===== src/hw/rtl/skm_pkg.sv =====
// Shared constants for the multichannel scalar Kalman smoother.
package skm_pkg;

	localparam int DATA_W     = 32;
	localparam int CH_FIELD_W = 3;
	localparam int GAIN_W     = 17;
	localparam int CFG_IDX_W  = 3;

	// configuration register indexes
	localparam logic [CFG_IDX_W-1:0] REG_MEAS_ERR_MAIN   = 3'd0;
	localparam logic [CFG_IDX_W-1:0] REG_PROC_NOISE_MAIN = 3'd1;
	localparam logic [CFG_IDX_W-1:0] REG_MEAS_ERR_AUX    = 3'd2;
	localparam logic [CFG_IDX_W-1:0] REG_PROC_NOISE_AUX  = 3'd3;
	localparam logic [CFG_IDX_W-1:0] REG_INIT_ERR_MAIN   = 3'd4;
	localparam logic [CFG_IDX_W-1:0] REG_INIT_ERR_AUX    = 3'd5;

	// register reset values, unsigned Q16.16
	localparam logic [DATA_W-1:0] MEAS_ERR_RST   = 32'd65536;
	localparam logic [DATA_W-1:0] PROC_NOISE_RST = 32'd655;
	localparam logic [DATA_W-1:0] INIT_ERR_RST   = 32'd65536;

	// unity gain in Q1.16
	localparam logic [GAIN_W-1:0] GAIN_ONE = 17'd65536;

	// serial step counts
	localparam int DIV_STEPS = 17;
	localparam int MUL_SHORT = 17;
	localparam int MUL_LONG  = 32;

endpackage


===== src/hw/rtl/scalar_kalman_multichannel_core.sv =====
// Multichannel scalar Kalman smoother: bit-serial divider and shift-add multiplier.
//
// Each input transfer carries a channel, a measurement and the prior estimate; the block
// returns one result transfer with the corrected estimate and the gain it used, and updates
// that channel's estimate error. All arithmetic runs bit-serially through one restoring
// divider (one quotient bit per cycle) and one shift-add multiplier (one multiplier bit per
// cycle) that is shared by the three products. An item in a valid channel runs through
// these steps in order: the divider forms the gain, the multiplier forms the correction,
// the estimate is saturated, the multiplier forms (1 - gain) * err and then
// |prior - estimate| * q, and the new error is formed and stored as the result is
// registered; the block then returns to idle. A channel at or above CHANNELS skips the
// arithmetic, returns the prior with zero gain and leaves all state alone. The result sits
// in an output register, so the block may take the next item while a result still waits;
// a finished item holds until that register is free.
// Configuration writes are meant to happen while the block is idle; a write to an initial
// error register also reloads the estimate error of the channels it covers.
module scalar_kalman_multichannel_core #(
	parameter int CHANNELS = 5
) (
	input  logic                                 clk,
	input  logic                                 arst_n,
	input  logic                                 cfg_wr_en,
	input  logic [skm_pkg::CFG_IDX_W-1:0]        cfg_index,
	input  logic [skm_pkg::DATA_W-1:0]           cfg_data,
	input  logic                                 in_valid,
	output logic                                 in_stall,
	input  logic [skm_pkg::CH_FIELD_W-1:0]       channel,
	input  logic signed [skm_pkg::DATA_W-1:0]    measurement,
	input  logic signed [skm_pkg::DATA_W-1:0]    prior_estimate,
	output logic                                 out_valid,
	input  logic                                 out_stall,
	output logic signed [skm_pkg::DATA_W-1:0]    estimate,
	output logic [skm_pkg::GAIN_W-1:0]           gain
);

	localparam int CH_W = (CHANNELS > 1) ? $clog2(CHANNELS) : 1;

	localparam logic [4:0] DIV_LAST  = 5'(skm_pkg::DIV_STEPS - 1);
	localparam logic [4:0] MUL_SLAST = 5'(skm_pkg::MUL_SHORT - 1);
	localparam logic [4:0] MUL_LLAST = 5'(skm_pkg::MUL_LONG - 1);

	localparam logic signed [36:0] EST_MAX = 37'sd2147483647;
	localparam logic signed [36:0] EST_MIN = -37'sd2147483648;

	typedef enum logic [2:0] {
		S_IDLE,
		S_DIV,
		S_MEST,
		S_EST,
		S_MT1,
		S_MT2,
		S_DONE
	} state_t;

	state_t state_q;

	// configuration
	logic [31:0] meas_err_main_q, proc_noise_main_q, meas_err_aux_q, proc_noise_aux_q;
	logic [31:0] init_err_main_q, init_err_aux_q;

	// per-channel estimate error
	logic [31:0] est_err_q [CHANNELS];

	// item context
	logic [CH_W-1:0]    ch_q;
	logic               ch_ok_q;
	logic signed [31:0] meas_q, prior_q;
	logic [31:0]        err_q, q_q;

	// divider
	logic [32:0] den_q, rem_q;
	logic        den_zero_q;
	logic [16:0] nb_q;
	logic [16:0] gain_q;

	// multiplier
	logic signed [33:0] mc_q;
	logic [31:0]        mb_q;
	logic signed [34:0] hi_q;
	logic [16:0]        sp_q;
	logic [4:0]         cnt_q;

	logic signed [31:0] est_q;
	logic [32:0]        t1_q;

	// output register
	logic               out_valid_q;
	logic signed [31:0] estimate_q;
	logic [16:0]        gain_out_q;

	// accept-side decode
	logic            in_xfer;
	logic            ch_in_ok;
	logic [CH_W-1:0] ch_in;
	logic [31:0]     err_rd, merr_sel, q_sel;
	logic [32:0]     den_in;

	// divider step
	logic [33:0] div_trial;
	logic [34:0] div_diff;
	logic        qbit;
	logic [32:0] rem_next;
	logic [16:0] gain_div, gain_fin;

	// multiplier step
	logic signed [35:0] mul_sum;
	logic signed [32:0] diff;

	// estimate, deviation and new error
	logic signed [35:0] corr;
	logic signed [36:0] est_wide;
	logic signed [31:0] est_sat;
	logic signed [32:0] dev_d;
	logic [32:0]        dev_abs;
	logic [47:0]        t2;
	logic [48:0]        err_sum;
	logic [31:0]        err_new;
	logic               out_free;

	assign in_stall  = (state_q != S_IDLE);
	assign in_xfer   = in_valid && !in_stall;
	assign out_valid = out_valid_q;
	assign estimate  = estimate_q;
	assign gain      = gain_out_q;
	assign out_free  = !out_valid_q || !out_stall;

	always_comb begin
		ch_in    = CH_W'(channel);
		ch_in_ok = ({29'd0, channel} < 32'(CHANNELS));
		err_rd   = est_err_q[ch_in];
		merr_sel = (channel == '0) ? meas_err_aux_q : meas_err_main_q;
		q_sel    = (channel == '0) ? proc_noise_aux_q : proc_noise_main_q;
		den_in   = {1'b0, err_rd} + {1'b0, merr_sel};
	end

	// restoring division: gain = (err << 16) / (err + meas_err)
	always_comb begin
		div_trial = {rem_q, nb_q[16]};
		div_diff  = {1'b0, div_trial} - {2'b00, den_q};
		qbit      = !div_diff[34];
		rem_next  = qbit ? div_diff[32:0] : div_trial[32:0];
		gain_div  = {gain_q[15:0], qbit};
		gain_fin  = den_zero_q ? '0 : gain_div;
	end

	// shift-add step; the low bits drop into sp_q, so hi_q stays floored
	always_comb begin
		mul_sum = {hi_q[34], hi_q} + (mb_q[0] ? {{2{mc_q[33]}}, mc_q} : 36'sd0);
		diff    = {meas_q[31], meas_q} - {prior_q[31], prior_q};
	end

	always_comb begin
		corr     = $signed({hi_q, sp_q[16]});
		est_wide = {{5{prior_q[31]}}, prior_q} + {corr[35], corr};
		if (est_wide > EST_MAX) begin
			est_sat = 32'sh7FFF_FFFF;
		end else if (est_wide < EST_MIN) begin
			est_sat = 32'sh8000_0000;
		end else begin
			est_sat = est_wide[31:0];
		end
		dev_d   = {prior_q[31], prior_q} - {est_q[31], est_q};
		dev_abs = dev_d[32] ? (33'd0 - dev_d) : dev_d;
		t2      = {hi_q[31:0], sp_q[16:1]};
		err_sum = {16'd0, t1_q} + {1'b0, t2};
		err_new = (|err_sum[48:32]) ? 32'hFFFF_FFFF : err_sum[31:0];
	end

	always_ff @(posedge clk or negedge arst_n) begin
		if (!arst_n) begin
			state_q           <= S_IDLE;
			out_valid_q       <= 1'b0;
			meas_err_main_q   <= skm_pkg::MEAS_ERR_RST;
			proc_noise_main_q <= skm_pkg::PROC_NOISE_RST;
			meas_err_aux_q    <= skm_pkg::MEAS_ERR_RST;
			proc_noise_aux_q  <= skm_pkg::PROC_NOISE_RST;
			init_err_main_q   <= skm_pkg::INIT_ERR_RST;
			init_err_aux_q    <= skm_pkg::INIT_ERR_RST;
			for (int i = 0; i < CHANNELS; i++) begin
				est_err_q[i] <= skm_pkg::INIT_ERR_RST;
			end
		end else begin
			// configuration: an initial error write reloads its channels
			if (cfg_wr_en) begin
				unique case (cfg_index)
					skm_pkg::REG_MEAS_ERR_MAIN:   meas_err_main_q   <= cfg_data;
					skm_pkg::REG_PROC_NOISE_MAIN: proc_noise_main_q <= cfg_data;
					skm_pkg::REG_MEAS_ERR_AUX:    meas_err_aux_q    <= cfg_data;
					skm_pkg::REG_PROC_NOISE_AUX:  proc_noise_aux_q  <= cfg_data;
					skm_pkg::REG_INIT_ERR_MAIN: begin
						init_err_main_q <= cfg_data;
						for (int i = 1; i < CHANNELS; i++) begin
							est_err_q[i] <= cfg_data;
						end
					end
					skm_pkg::REG_INIT_ERR_AUX: begin
						init_err_aux_q <= cfg_data;
						est_err_q[0]   <= cfg_data;
					end
					default: ;
				endcase
			end

			// drop the result once its transfer completes
			if (out_valid_q && !out_stall) begin
				out_valid_q <= 1'b0;
			end

			unique case (state_q)
				S_IDLE: begin
					if (in_xfer) begin
						ch_q    <= ch_in;
						ch_ok_q <= ch_in_ok;
						meas_q  <= measurement;
						prior_q <= prior_estimate;
						if (ch_in_ok) begin
							err_q      <= err_rd;
							q_q        <= q_sel;
							den_q      <= den_in;
							den_zero_q <= (den_in == '0);
							rem_q      <= {2'b00, err_rd[31:1]};
							nb_q       <= {err_rd[0], 16'd0};
							gain_q     <= '0;
							cnt_q      <= DIV_LAST;
							state_q    <= S_DIV;
						end else begin
							// out-of-range channel: pass the prior through
							est_q   <= prior_estimate;
							gain_q  <= '0;
							state_q <= S_DONE;
						end
					end
				end
				S_DIV: begin
					rem_q <= rem_next;
					nb_q  <= {nb_q[15:0], 1'b0};
					cnt_q <= cnt_q - 5'd1;
					if (cnt_q == '0) begin
						gain_q  <= gain_fin;
						mb_q    <= 32'(gain_fin);
						mc_q    <= {diff[32], diff};
						hi_q    <= '0;
						cnt_q   <= MUL_SLAST;
						state_q <= S_MEST;
					end else begin
						gain_q <= gain_div;
					end
				end
				S_MEST, S_MT1, S_MT2: begin
					hi_q  <= mul_sum[35:1];
					sp_q  <= {mul_sum[0], sp_q[16:1]};
					mb_q  <= {1'b0, mb_q[31:1]};
					cnt_q <= cnt_q - 5'd1;
					if (cnt_q == '0) begin
						if (state_q == S_MEST) begin
							state_q <= S_EST;
						end else if (state_q == S_MT1) begin
							// advance to |prior - estimate| * q
							t1_q    <= mul_sum[32:0];
							mb_q    <= q_q;
							mc_q    <= {1'b0, dev_abs};
							hi_q    <= '0;
							cnt_q   <= MUL_LLAST;
							state_q <= S_MT2;
						end else begin
							state_q <= S_DONE;
						end
					end
				end
				S_EST: begin
					// saturate the estimate, then start (1 - gain) * err
					est_q   <= est_sat;
					mb_q    <= 32'(skm_pkg::GAIN_ONE - gain_q);
					mc_q    <= {2'b00, err_q};
					hi_q    <= '0;
					cnt_q   <= MUL_SLAST;
					state_q <= S_MT1;
				end
				S_DONE: begin
					// hold until the output register is free
					if (out_free) begin
						estimate_q  <= est_q;
						gain_out_q  <= gain_q;
						out_valid_q <= 1'b1;
						if (ch_ok_q) begin
							est_err_q[ch_q] <= err_new;
						end
						state_q <= S_IDLE;
					end
				end
				default: state_q <= S_IDLE;
			endcase
		end
	end

endmodule


===== config.mk =====
export PLATFORM = sky130hd
export DESIGN_NAME = scalar_kalman_multichannel_core
export DESIGN_NICKNAME = d
export VERILOG_FILES = /design/src/hw/rtl/skm_pkg.sv /design/src/hw/rtl/scalar_kalman_multichannel_core.sv
export SDC_FILE = /design/constraint.sdc
export NUM_CORES = 2
export LEC_CHECK = 0
export BUFFER_PORTS_ARGS = -buffer_cell sky130_fd_sc_hd__buf_2
export CORE_MARGIN = 10
export CORE_UTILIZATION = 60
export CTS_CLUSTER_SIZE = 16
export DETAILED_ROUTE_END_ITERATION = 8
export PLACE_DENSITY = 0.75
export SYNTH_ARGS = -nofsm -noshare
export SYNTH_HDL_FRONTEND = slang
export SYNTH_SLANG_ARGS = --single-unit

===== constraint.sdc =====
create_clock -name clk -period 8.9 [get_ports clk]
set_input_delay 0 -clock clk [delete_from_list [all_inputs] [get_ports clk]]
set_output_delay 0 -clock clk [all_outputs]
set_load 0.01 [all_outputs]

# Yosys cells after proc, flatten, opt, wreduce, memory -nomap -nowiden
# Cells that the tools add are included.
[totals]
regBits = 762
latch_bits = 0
ramBits = 0
romBits = 0
output_inout_bits = 51
wordCells = 171
mem_count = 0
[classes]
addsub = 10
mul = 0
div = 0
order_cmp = 6
n_eq_ne = 19
shift = 0
muxes = 66
bitwise_logic = 3
reduce_logical = 36
[ops]
columns = ["cell", "count"]
rows = [
  ["$mux W160", 4],
  ["$mux W32", 15],
  ["$bwmux W160", 1],
  ["$mux W35", 4],
  ["$mux W34", 4],
  ["$mux W33", 4],
  ["$mux W128", 1],
  ["$pmux W35 S3", 1],
  ["$pmux W34 S3", 1],
  ["$bmux W32 S3", 1],
  ["$demux W32 S3", 1],
  ["$pmux W32 S3", 1],
  ["$mux W17", 5],
  ["$pmux W17 S2", 2],
  ["$pmux W33 S2", 1],
  ["$sub A32 B32 Y33", 2],
  ["$pmux W32 S2", 1],
  ["$add A33 B48 Y49", 1],
  ["$add A32 B36 Y37", 1],
  ["$gt A37 B32 Y1 const B", 1],
  ["$lt A37 B32 Y1 const B", 1],
  ["$add A36 B36 Y36", 1],
  ["$mux W36", 1],
  ["$sub A34 B33 Y35", 1],
  ["other kinds (35)", 84],
]

# Longest topological paths before layout
[depth]
depth_word = 9
ltp_mapped = 20
mapped_depth_nobuf = 18

# Least setup slack after synthesis
# OpenSTA, ideal clock, no wires.
[synth_timing]
path_type = "register to register"
from = "reg state_q[2]"
to = "reg den_q[0], enable pin"
setup_time_ps = 556
arrival_time_ps = 5349
setup_slack_ps = 2995
stages_incl_launch_ff = 6
path_buffers = 2
period_less_slack_ps = 5905
cell_sequence = "dfrtp_1 -> clkbuf_1 -> buf_1 -> nor3_1 -> nand3_1 -> nor2_1"
[synth_via]
elab_chain_cells = 4
elab_cells_between_ends = 5
classes_between = "5 x reduce/logical"
[synth_rtl]
columns = ["item", "line", "text"]
rows = [
  ["from (decl)", "scalar_kalman_multichannel_core.sv:55", "state_t state_q;"],
  ["from (signal assigned)", "scalar_kalman_multichannel_core.sv:171", "state_q <= S_IDLE;"],
  ["from (signal assigned)", "scalar_kalman_multichannel_core.sv:225", "state_q <= S_DIV;"],
  ["from (signal assigned)", "scalar_kalman_multichannel_core.sv:230", "state_q <= S_DONE;"],
  ["$reduce_bool A3 Y1", "scalar_kalman_multichannel_core.sv:120", "assign in_stall = (state_q != S_IDLE);"],
  ["$logic_not A1 Y1", "scalar_kalman_multichannel_core.sv:121", "assign in_xfer = in_valid && !in_stall;"],
  ["$logic_and A1 B1 Y1", "scalar_kalman_multichannel_core.sv:121", ""],
  ["$reduce_and A4 Y1 (no line) (*)", "n/a", ""],
  ["to (signal assigned)", "scalar_kalman_multichannel_core.sv:219", "den_q <= den_in;"],
  ["to (decl)", "scalar_kalman_multichannel_core.sv:71", "logic [32:0] den_q, rem_q;"],
]
# Every way passes the cells marked *; elsewhere a longest branch is shown, timed or not.
# A chain may end at the register's enable or synchronous reset.

# Final worst setup path
[layout_timing]
from = "in channel[1] (netlist name)"
to = "reg den_zero_q, data pin"
[layout_via]
elab_chain_cells = 6
elab_cells_between_ends = 8
classes_between = "1 x add/sub; 4 x mux; 1 x bitwise; 2 x reduce/logical"
[layout_rtl]
columns = ["item", "line", "text"]
rows = [
  ["from (decl)", "scalar_kalman_multichannel_core.sv:27", "input logic [skm_pkg::CH_FIELD_W-1:0] channel,"],
  ["$not A3 Y4 (implied by the code)", "scalar_kalman_multichannel_core.sv:130", "err_rd = est_err_q[ch_in];"],
  ["$bmux W32 S3", "scalar_kalman_multichannel_core.sv:130", ""],
  ["$mux W32 (implied by the code) (2 in a row)", "scalar_kalman_multichannel_core.sv:130", ""],
  ["$add A32 B32 Y33 (*)", "scalar_kalman_multichannel_core.sv:133", "den_in = {1'b0, err_rd} + {1'b0, merr_sel};"],
  ["named net den_in[20]", "scalar_kalman_multichannel_core.sv:96", "logic [32:0] den_in;"],
  ["$logic_not A33 Y1 (*)", "scalar_kalman_multichannel_core.sv:220", "den_zero_q <= (den_in == '0);"],
  ["to (signal assigned)", "scalar_kalman_multichannel_core.sv:220", ""],
  ["to (decl)", "scalar_kalman_multichannel_core.sv:72", "logic den_zero_q;"],
]
# The timed path passes the listed nets; every way through them passes the cells marked *. The select of a mux whose other input is x is not followed.

==> flow_summary.yaml <==
critical_path:
  crit_required_ns: 9.38
  crit_type: "input port to flop"
  r2r_slack_ns: 3.32
  cp_max_fo: 50
  cp.arrival_ns: 6.14
  critPathLaunchType: "input port"
  end_kind: "flop"
power_and_ir_drop:
  p_switching_uw: 6210
  p_comb_frac: 0.430
  p_leak_uw: 0.0200
  pwr-share-seq: 0.353
  p_clk_frac: 0.217
  peakVddDrop_uv: 282
  internal-power_uw: 9470
  p_per_area_mw_per_mm2: 319
  swShare: 0.396
timing:
  fin_skew_ns: 0.0163
  fmax_ghz: 0.177
  finalCritPeriodShare: 0.635
  slew_violations: 0
  tns_ns: 0
  setup_viol: 0
  worst_slew_pin_slew_ns: 1.21
  slew_headroom: 0.188
  hold_viol_final: 0
  period_minus_slack_ns: 5.66
  rsz0062_at_grt: "false"
routing:
  met2WireLength_mm: 59.4
  dr.first_iter.drc_count: 3458
  routed.top_layer: "met4"
  wirelength_mm: 130
  wl_per_cell_um: 24.4
  drt-met1-wl_mm: 52.8
  drtPass1Iterations: 6
  drcViolationCount: 0
  vias_per_cell: 6.53
  dr_total_vias: 34800
  met3_length_mm: 11.1
  ant_nets: 0
final_layout:
  drive_gt1_frac: 0.146
  nets: 4659
  area.growth.synth_to_final_pct: 12.7
  diodes: 0
  fin_util: 0.685
logic_synthesis:
  synth.distinct_cells: 93
  syn-num-nets: 4441
  yosysTopAreaCell: "edfxtp_1"
  synth_area_leaders: "edfxtp_1 (31%), dfrtp_1 (16%), ha_1 (6.8%), mux2_2 (5.0%), a21oi_1 (4.5%)"
  yosys_warnings: 0
  avgSynthCellArea_um2: 10.7
  ys_seq_area_frac: 0.479
  syn_inst: 4091
  ys_seq_elements: 745
  ys_top_cells_by_count: "edfxtp_1 (453), a21oi_1 (396), nand2_1 (306)"
  ys.flop_type: "edfxtp_1"
  synthArstFlopShare: 0.392
  yosysMostFrequentCell: "edfxtp_1"
  synth_edf_count: 453
  synth_top_area_frac: 0.312
  syn-cell-area_mm2: 0.0437
global_routing:
  grt_pass1_wl_mm: 200
  first_global_vias: 34100
  grt_max_degree: 132
  grt_overflow_total: 0
  antenna_found_initial: 0
  grt_use_total: 0.307
placed_design:
  dpl.hpwl_mm: 92.6
  port_buffers: 157
  gp_congestion: 0.981
floorplanning:
  die_w_um: 290
  coreArea_mm2: 0.0719
  initial_core_util: 0.608
  ioPinCount: 158
  std_cell_rows: 98
  die_area_mm2: 0.0840
  die_y_um: 290
run_status:
  status: "completed"
clocking:
  cts.path.max_buffers: 3
  clk_pin_slew_worst_paths_ns: 0.06
  postCtsSetupRepairBufs: 0
  cts-htree-levels: 3
  cts.sinks: 745
  cts_tree: "yes"
  tritoncts.num_buffers: 80
  root_buffer: "clkbuf_16"
  clock_latency_ns: 0.65
  cts.repair.resized: 0
min_path:
  hp-class: "input port to flop"
run:
  maxCapViolCount: 0
worst max-delay path: stages:
cell           delay, ns
dlygate4sd3_1       0.53
buf_2               0.12
buf_4               0.31
nor3_2              0.22
buf_4               0.28
buf_4               0.61
mux2_2              0.43
ha_1                0.36
a21o_1              0.19
a21oi_1             0.16
or3b_1              0.38
a41oi_2             0.27
nor2_1              0.10
xor2_1              0.16
or4_1               0.55
or4b_1              0.46
or4_1               0.43
or4_1               0.43
nor4_2              0.13
flip-flops by register name, indices dropped and copies added (netlist names), 33 cells and up:
register and flops:
hi_q 35, t1_q 33, mc_q 34, rem_q 33, den_q 33, est_err_q 160
kinds of logic (layout without fill, tap and decap cells):
family          Yosys count  count (layout)  synth area share
simple gates           1066            1066             0.122
compound gates         1220            1220             0.183
buf+inv                 350             634            0.0305
fa+ha+maj               243             243            0.0708
flops                   745             745             0.479
mux                     230             230            0.0674
xor+xnor                237             237            0.0475
cells in the final DEF, fill, tap and decap left out, drive strengths merged, types with 83 or more instances in the layout:
master         n
xnor2        154
o21ai        194
a21oi        397
buf          208
nand2        306
ha           236
dfrtp        273
dlygate4sd3  103
nor2         237
a21o         100
and2         127
edfxtp       453
xor2          83
inv          178
mux2         192
nand3         92
a211oi       143
clkbuf       114
layer usage:
layer	GRT usage	vias to the layer above
li1	-	15800
met1	0.412	17000
met2	0.483	1721
met3	0.0476	310
met4	0.151	0
met5	0	-
what timing repair did:
item / CTS / global route
setup endpoints to repair: 0 / 0
hold buffers: 103 / 0
endpoints found under the hold margin: 436 / 0
stage by stage:
stage	hold slack [ns]	power (µW)	cell area (µm²)	cells	worst slack, ns
after global routing	0.0487	16500	49200	5325	2.94
after detailed placement	-0.111	12100	45500	5074	2.84
after CTS	0.0470	15500	49200	5325	3.26
after floorplan	-0.296	10100	43700	4091	3.00
final	0.0593	15700	49200	5325	3.24
after global placement	-0.115	11900	45500	5074	2.85
final cells by class:
| cell class | instances | area [µm²] |
|---|---|---|
| Fill cell | 5423 | 22600 |
| Clock inverter | 34 | 417 |
| Inverter | 175 | 657 |
| Multi-Input combinational cell | 2996 | 21600 |
| Tap cell | 950 | 1190 |
| Timing Repair Buffer | 311 | 2220 |
| Clock buffer | 114 | 2220 |
| Sequential cell | 745 | 20900 |
power by group through the flow:
stage / clock network [µW] / registers, µW / logic, µW
global route: 3580 / 5600 / 7360
detailed placement: 0 / 5560 / 6500
floorplan: 0 / 5260 / 4840
CTS: 3420 / 5510 / 6610
global placement: 0 / 5540 / 6400
finish: 3400 / 5530 / 6740
worst paths after layout:
check	from	to	cells past startpoint
setup / recovery	channel[1]	den_zero_q	19
hold / removal	measurement[13]	meas_q[13]	2
setup reg to reg	prior_q[0]	mc_q[31]	16
hold reg to reg	est_q[10]	estimate[10]	0
max in group asynchronous	arst_n	est_err_q[67]	6
min in group asynchronous	arst_n	proc_noise_main_q[7]	3
Power figures use the tool's default switching activity.
